--- src/sv/cdas_pkg.sv ---
// cdas_pkg: shared types, constants and calendar helper functions
// for the date add/subtract/diff unit. No dependencies.
package cdas_pkg;

  typedef enum logic [1:0] {
    FUNC_LOAD = 2'd0,
    FUNC_ADD  = 2'd1,
    FUNC_SUB  = 2'd2,
    FUNC_DIFF = 2'd3
  } func_t;

  localparam logic [11:0] YEAR_MIN  = 12'd1900;
  localparam logic [11:0] YEAR_MAX  = 12'd2900;
  localparam logic [3:0]  MONTH_DEF = 4'd1;
  localparam logic [4:0]  DAY_DEF   = 5'd1;
  localparam int          DN_W      = 21;
  localparam int          CNT_W     = 19;

  typedef struct packed {
    logic [11:0] year;
    logic [3:0]  month;
    logic [4:0]  day;
  } date_t;

  localparam date_t DATE_DEF = '{year: YEAR_MIN, month: MONTH_DEF, day: DAY_DEF};

  // v / 100 for v < 4096, by reciprocal 5243 / 2^19
  function automatic logic [5:0] div100(input logic [11:0] v);
    logic [24:0] pr;
    pr = 25'(v) * 25'd5243;
    return pr[24:19];
  endfunction

  function automatic logic is_leap(input logic [11:0] y);
    logic [11:0] r100;
    logic [9:0]  q;
    logic [9:0]  r400;
    r100 = y - 12'(div100(y) * 7'd100);
    q    = y[11:2];
    r400 = q - 10'(div100({2'b00, q}) * 7'd100);
    return (y[1:0] == 2'b00) && ((r100 != 12'd0) || (r400 == 10'd0));
  endfunction

  function automatic logic [4:0] month_len(input logic [3:0] m, input logic [11:0] y);
    logic [4:0] len;
    case (m)
      4'd2:                      len = is_leap(y) ? 5'd29 : 5'd28;
      4'd4, 4'd6, 4'd9, 4'd11:   len = 5'd30;
      default:                   len = 5'd31;
    endcase
    return len;
  endfunction

  function automatic logic date_ok(input date_t dt);
    return (dt.year >= YEAR_MIN) && (dt.year <= YEAR_MAX) &&
           (dt.month >= 4'd1) && (dt.month <= 4'd12) &&
           (dt.day >= 5'd1) && (dt.day <= month_len(dt.month, dt.year));
  endfunction

  // days before month m in a common year
  function automatic logic [8:0] cum_days(input logic [3:0] m);
    logic [8:0] c;
    case (m)
      4'd1:    c = 9'd0;
      4'd2:    c = 9'd31;
      4'd3:    c = 9'd59;
      4'd4:    c = 9'd90;
      4'd5:    c = 9'd120;
      4'd6:    c = 9'd151;
      4'd7:    c = 9'd181;
      4'd8:    c = 9'd212;
      4'd9:    c = 9'd243;
      4'd10:   c = 9'd273;
      4'd11:   c = 9'd304;
      4'd12:   c = 9'd334;
      default: c = 9'd0;
    endcase
    return c;
  endfunction

endpackage

--- src/sv/calendar_date_add_sub_diff_unit.sv ---
// calendar_date_add_sub_diff_unit: top level, holds the stored date and
// sequences load, add, subtract and diff. Uses cdas_pkg, cdas_step, cdas_daynum.
//
//  channel | handshake          | payload
//  in      | in_valid/in_stall  | func, arg_year, arg_month, arg_day, day_count
//  out     | out_valid/out_stall| out_year, out_month, out_day, distance, error_flag
//
// Diff uses the day-number unit once per date.
// Add/sub: the stepper runs until the count is used up; a step covers the rest
// of a month or one month turn, so about 2 steps per 31 days.
// rst returns the date to 1900-01-01 and empties the output register.
// A new item is taken while a result waits; the result stage waits on out_stall.
module calendar_date_add_sub_diff_unit (
  input  logic        clk,
  input  logic        rst,
  input  logic        in_valid,
  output logic        in_stall,
  input  logic [1:0]  func,
  input  logic [11:0] arg_year,
  input  logic [3:0]  arg_month,
  input  logic [4:0]  arg_day,
  input  logic [18:0] day_count,
  output logic        out_valid,
  input  logic        out_stall,
  output logic [11:0] out_year,
  output logic [3:0]  out_month,
  output logic [4:0]  out_day,
  output logic [18:0] distance,
  output logic        error_flag
);

  typedef enum logic [2:0] {
    S_IDLE, S_STEP, S_DNA, S_DNB, S_DNC, S_FIN
  } state_t;

  state_t                       state;
  cdas_pkg::date_t              cur;
  cdas_pkg::date_t              opnd;
  cdas_pkg::date_t              arg;
  cdas_pkg::date_t              step_nxt;
  cdas_pkg::date_t              dn_in;
  logic [cdas_pkg::CNT_W-1:0]   n;
  logic [cdas_pkg::CNT_W-1:0]   n_next;
  logic [cdas_pkg::CNT_W-1:0]   span;
  logic [cdas_pkg::DN_W-1:0]    dn;
  logic [cdas_pkg::DN_W-1:0]    dn_a;
  logic                         back;
  logic                         err;
  logic                         step_err;
  logic                         in_acc;

  assign arg      = '{year: arg_year, month: arg_month, day: arg_day};
  assign in_stall = (state != S_IDLE);
  assign in_acc   = in_valid && !in_stall;
  assign dn_in    = (state == S_DNA) ? cur : opnd;

  cdas_step u_step (
    .cur   (cur),
    .n     (n),
    .back  (back),
    .nxt   (step_nxt),
    .n_nxt (n_next),
    .err   (step_err)
  );

  cdas_daynum u_dn (
    .clk (clk),
    .dt  (dn_in),
    .dn  (dn)
  );

  always_ff @(posedge clk) begin
    if (rst) begin
      state     <= S_IDLE;
      cur       <= cdas_pkg::DATE_DEF;
      out_valid <= 1'b0;
    end else begin
      if (out_valid && !out_stall && state != S_FIN) begin
        out_valid <= 1'b0;
      end
      case (state)
        S_IDLE: begin
          if (in_acc) begin
            err  <= 1'b0;
            span <= '0;
            n    <= day_count;
            back <= (func == cdas_pkg::FUNC_SUB);
            opnd <= arg;
            case (func)
              cdas_pkg::FUNC_LOAD: begin
                if (cdas_pkg::date_ok(arg)) begin
                  cur <= arg;
                end else begin
                  cur <= cdas_pkg::DATE_DEF;
                  err <= 1'b1;
                end
                state <= S_FIN;
              end
              cdas_pkg::FUNC_DIFF: begin
                if (!cdas_pkg::date_ok(arg)) begin
                  opnd <= cdas_pkg::DATE_DEF;
                  err  <= 1'b1;
                end
                state <= S_DNA;
              end
              default: state <= S_STEP;
            endcase
          end
        end
        S_STEP: begin
          if (n == '0) begin
            state <= S_FIN;
          end else begin
            cur <= step_nxt;
            n   <= n_next;
            if (step_err) begin
              err   <= 1'b1;
              state <= S_FIN;
            end
          end
        end
        S_DNA: state <= S_DNB;
        S_DNB: begin
          dn_a  <= dn;
          state <= S_DNC;
        end
        S_DNC: begin
          span  <= cdas_pkg::CNT_W'((dn_a > dn) ? (dn_a - dn) : (dn - dn_a));
          state <= S_FIN;
        end
        S_FIN: begin
          if (!out_valid || !out_stall) begin
            out_valid  <= 1'b1;
            out_year   <= cur.year;
            out_month  <= cur.month;
            out_day    <= cur.day;
            distance   <= span;
            error_flag <= err;
            state      <= S_IDLE;
          end
        end
        default: state <= S_IDLE;
      endcase
    end
  end

  a_acc_busy: assert property (@(posedge clk) disable iff (rst)
    in_acc |=> state != S_IDLE)
    else $error("accepted item left block idle");

  a_step_end: assert property (@(posedge clk) disable iff (rst)
    (state == S_STEP && n == '0) |=> state == S_FIN)
    else $error("stepper did not finish on zero count");

  a_step_err: assert property (@(posedge clk) disable iff (rst)
    (state == S_STEP && n != '0 && step_err) |=>
      (state == S_FIN && err && cur == cdas_pkg::DATE_DEF))
    else $error("failed check did not reset date");

  a_fin_out: assert property (@(posedge clk) disable iff (rst)
    (state == S_FIN && !(out_valid && out_stall)) |=> (out_valid && state == S_IDLE))
    else $error("result not delivered to output register");

endmodule

--- src/sv/cdas_step.sv ---
// cdas_step: one stepping iteration of the date (day run or month turn),
// forward or backward, with the validity check. Uses cdas_pkg.
module cdas_step (
  input  cdas_pkg::date_t            cur,
  input  logic [cdas_pkg::CNT_W-1:0] n,
  input  logic                       back,
  output cdas_pkg::date_t            nxt,
  output logic [cdas_pkg::CNT_W-1:0] n_nxt,
  output logic                       err
);

  logic [4:0] len;
  logic [4:0] room;
  logic [4:0] k;
  logic [3:0] pm;

  always_comb begin
    len   = cdas_pkg::month_len(cur.month, cur.year);
    pm    = cur.month - 4'd1;
    room  = back ? (cur.day - 5'd1) : (len - cur.day);
    k     = (n < cdas_pkg::CNT_W'(room)) ? n[4:0] : room;
    nxt   = cur;
    n_nxt = n;
    err   = 1'b0;
    if (!cdas_pkg::date_ok(cur)) begin
      nxt = cdas_pkg::DATE_DEF;
      err = 1'b1;
    end else if (room != 5'd0) begin
      nxt.day = back ? (cur.day - k) : (cur.day + k);
      n_nxt   = n - cdas_pkg::CNT_W'(k);
    end else begin
      n_nxt = n - cdas_pkg::CNT_W'(1);
      if (!back) begin
        nxt.day = 5'd1;
        if (cur.month < 4'd12) begin
          nxt.month = cur.month + 4'd1;
        end else begin
          nxt.month = 4'd1;
          nxt.year  = cur.year + 12'd1;
        end
      end else if (cur.month > 4'd1) begin
        nxt.month = pm;
        nxt.day   = cdas_pkg::month_len(pm, cur.year);
      end else begin
        nxt.year  = cur.year - 12'd1;
        nxt.month = 4'd12;
        nxt.day   = 5'd31;
      end
    end
  end

endmodule

--- src/sv/cdas_daynum.sv ---
// cdas_daynum: registered serial day number of a date, shared by both
// operands of a difference. Uses cdas_pkg.
module cdas_daynum (
  input  logic                      clk,
  input  cdas_pkg::date_t           dt,
  output logic [cdas_pkg::DN_W-1:0] dn
);

  logic [11:0]               p;
  logic [cdas_pkg::DN_W-1:0] sum;

  always_comb begin
    p   = dt.year - 12'd1;
    sum = cdas_pkg::DN_W'(p) * cdas_pkg::DN_W'(365)
        + cdas_pkg::DN_W'(p[11:2])
        - cdas_pkg::DN_W'(cdas_pkg::div100(p))
        + cdas_pkg::DN_W'(cdas_pkg::div100({2'b00, p[11:2]}))
        + cdas_pkg::DN_W'(cdas_pkg::cum_days(dt.month))
        + cdas_pkg::DN_W'((dt.month > 4'd2) && cdas_pkg::is_leap(dt.year))
        + cdas_pkg::DN_W'(dt.day);
  end

  always_ff @(posedge clk) begin
    dn <= sum;
  end

endmodule
--- config.mk ---
export PLATFORM = sky130hd
export DESIGN_NAME = calendar_date_add_sub_diff_unit
export DESIGN_NICKNAME = d
export VERILOG_FILES = /design/src/sv/cdas_pkg.sv /design/src/sv/calendar_date_add_sub_diff_unit.sv /design/src/sv/cdas_step.sv /design/src/sv/cdas_daynum.sv
export SDC_FILE = /design/constraint.sdc
export NUM_CORES = 1
export LEC_CHECK = 0
export ABC_AREA = 1
export BUFFER_PORTS_ARGS = -buffer_cell sky130_fd_sc_hd__clkbuf_2
export CORE_MARGIN = 5
export CORE_UTILIZATION = 40
export DETAILED_ROUTE_END_ITERATION = 16
export GPL_TIMING_DRIVEN = 1
export PLACE_DENSITY = 0.58
export RECOVER_POWER = 25
export SETUP_SLACK_MARGIN = 0.1
export SYNTH_ARGS = -nofsm -noshare
export SYNTH_HDL_FRONTEND = slang
export SYNTH_SLANG_ARGS = --single-unit
--- constraint.sdc ---
create_clock -name clk -period 11.7 [get_ports clk]
set_clock_uncertainty 0.15 [all_clocks]
set_input_delay 2.34 -clock clk [delete_from_list [all_inputs] [get_ports clk]]
set_output_delay 2.34 -clock clk [all_outputs]
set_load 0.05 [all_outputs]
==> results.ini <==
[clocking]
cts-root-buf = clkbuf_16
ctsHtreeMaxLevel = 4
worstSkewPairLatency_ps = 450
cts_tree = done
cts.sinks = 169
ctsLongestPathBuffers = 2
clkTransAtPathRegs_ps = 70
numCtsBuffers = 17
hold_buffers = 0

[synth]
synth_async_sr_flop_share = 0
ys_warn_count = 0
synth_edf_count = 123
synth_area_um2 = 34300
synth_nets = 5395
ys_ff_latch = 169
yosysSeqAreaShare = 0.135
netlist_instances = 4325
synth_ff_type = edfxtp_1
synth.distinct_cells = 58
syn_area_per_cell_um2 = 7.92

[detailed_routing]
routed_wl_um = 95400
dr.pass1.iters = 6
vias = 29000
wl_per_cell_um = 16.5
ant_nets = 0
drcViolationCount = 0
viasPerCell = 5.01
drt-initial-drc-count = 1687

[placed_design]
place_area_um2 = 37600
routabilityCongestion = 0.970
dp_hpwl_um = 83100
io_buffers = 88

[grt]
grt_usage = 0.207
grt_overflow_total = 0
grt_pass1_vias = 29000
gr-usage-met2 = 0.340
grt_max_degree = 34
grt-busiest-layer = met2
use_met3 = 0.0279
gr-usage-met1 = 0.287
antenna_found_initial = 6
grt_pass1_wl_um = 152000

[finish]
final_area_um2 = 39200
nets = 5697
synthToLayoutAreaGrowth_pct = 14.6
final_common_cell = inv_1
drive_above_1_share = 0.121
layout_common_cells = inv_1, nand2_1, ha_1, fa_1, nor2_1

[sta]
timing.setup.tns_ps = 0
maxSlewViolCount = 0
slew_headroom = 0.242
max_freq_ghz = 0.0898
tightest_slew_ps = 1140
finalHoldViolCount = 0
min_period_ps = 11140
setup_violations = 0
rsz0062_at_grt = true
finalCritPeriodShare = 0.952
hold_slack_ps = 268

[critical_path]
r2r_start = state[0]
reg2reg_slack_ps = 560
arrival_ps = 11320
crit_top_cell = fa_1
cp.required_ps = 11880
crit_start = state[0]
cpMaxStageDelayCell = fa_2
start_kind = flop
critical-path-max-stage-delay_ps = 580
r2r_end = u_dn.dn[17]
worst-setup-path-type = reg2reg
cp-endpoint = u_dn.dn[17]
cp_max_fo = 8
r2r_cells = 55
crit_path_end_kind = flop

[min_path]
hp-class = reg2reg

[floorplanning]
chipHeight_um = 303
io_pins = 89
fp.dieW_um = 303
dieArea_um2 = 91600
placementRows = 107
fp.coreArea_um2 = 85100
initial_core_util = 0.402

[status]
status = completed

[run]
max_cap_viol_count = 0

-- sequential cells by signal, indices dropped and copies added (netlist names) --
| signal | flops |
|---|---|
| u_dn.dn | 21 |
| dn_a | 21 |
| cur | 21 |
| out_day | 5 |
| n | 19 |
| span | 19 |
| distance | 19 |
| out_year | 12 |
| opnd | 21 |
| err | 1 |
| error_flag | 1 |
| out_month | 4 |
| out_valid | 1 |
| state | 3 |
| back | 1 |
-- through the flow --
step	util	std cells	setup slack, ps
global placement	0.441	5732	-153
floorplan	-	4325	109
detailed placement	0.441	5732	-315
global route	0.461	5784	-52.1
CTS	0.450	5768	103
finish	0.461	5787	562
-- cell usage after synthesis (3+ instances only) --
master | n | share of area
nand2_1 | 744 | 0.082
o21ai_0 | 202 | 0.030
clkbuf_1 | 10 | 0.0011
or2_2 | 21 | 0.0038
o221ai_1 | 3 | 0.00077
a21oi_1 | 286 | 0.042
nor3_1 | 51 | 0.0075
o21ai_1 | 9 | 0.0013
nor3b_1 | 4 | 0.00088
xnor2_1 | 49 | 0.013
ha_1 | 716 | 0.26
a21o_1 | 26 | 0.0057
o22ai_1 | 9 | 0.0016
xor2_1 | 115 | 0.029
inv_2 | 8 | 0.00088
a21oi_2 | 6 | 0.0015
o21a_1 | 14 | 0.0031
inv_1 | 887 | 0.097
dfxtp_1 | 46 | 0.027
o211ai_1 | 24 | 0.0053
o31ai_1 | 12 | 0.0026
edfxtp_1 | 123 | 0.11
nand2_2 | 5 | 0.00091
a31oi_1 | 18 | 0.0033
buf_2 | 12 | 0.0018
a211o_1 | 5 | 0.0013
o21bai_1 | 14 | 0.0031
a21boi_0 | 5 | 0.0011
nand3_1 | 180 | 0.026
nand4_1 | 52 | 0.0095
nand3b_1 | 7 | 0.0015
o2111ai_1 | 5 | 0.0013
a221oi_1 | 3 | 0.00077
nor2_1 | 293 | 0.032
o21ai_2 | 8 | 0.0020
clkbuf_2 | 3 | 0.00044
fa_1 | 308 | 0.18
nor4_1 | 12 | 0.0022
-- worst max-delay path: cells and delay by family, from the launching register on --
family / cells / cell delay [ps]
flip-flops: 1 / 330
buffers and inverters: 13 / 1150
AND/OR/NAND/NOR: 12 / 1440
AO/OA/AOI/OAI: 10 / 1260
XOR/XNOR: 3 / 470
adder cells (fa/ha/maj): 17 / 6220
-- kinds of logic after synthesis --
kind of cell / count (synthesis) / share of synthesized area
AOI/OAI and AO/OA: 655 / 0.108
xor gates and xnor gates: 165 / 0.0424
adders and majority gates: 1024 / 0.442
buffers and inverters: 927 / 0.103
DFF: 169 / 0.135
and+or+nand+nor: 1385 / 0.171
-- metal layers --
layer / vias to the layer above / part of all wire
met5: - / 0.00028
li1: 14700 / -
met2: 688 / 0.45
met3: 129 / 0.051
met1: 13500 / 0.47
met4: 4 / 0.027
-- what timing repair did --
action	4_1_cts	5_1_grt
cloned	0	0
endpoints found under the setup margin	25	55
pin swaps	23	95
buffers inserted	4	16
gates resized for setup	31	154
-- worst min-delay path by stage --
stage / from / end / slack, ps / depth (start not counted)
after floorplan: span[0] / distance[0] / 250 / 0
after global placement: span[2] / distance[2] / 250 / 0
after detailed placement: span[13] / distance[13] / 250 / 0
after CTS: span[4] / distance[4] / 270 / 0
after global routing: span[12] / distance[12] / 270 / 0
final: span[3] / distance[3] / 270 / 0
-- final cells by class --
class / instances / area, um^2
clock inverter: 13 / 170
inverter: 898 / 3370
fill: 8555 / 45900
tap: 1144 / 1430
multi-input combinational: 3229 / 27100
clock buffer: 19 / 443
antenna: 3 / 7.51
timing repair buffer: 312 / 2140
sequential: 169 / 4630
Power is left out: the tool's default activity adds up to more than one toggle a clock period on the data nets, which glitch-free logic cannot reach.
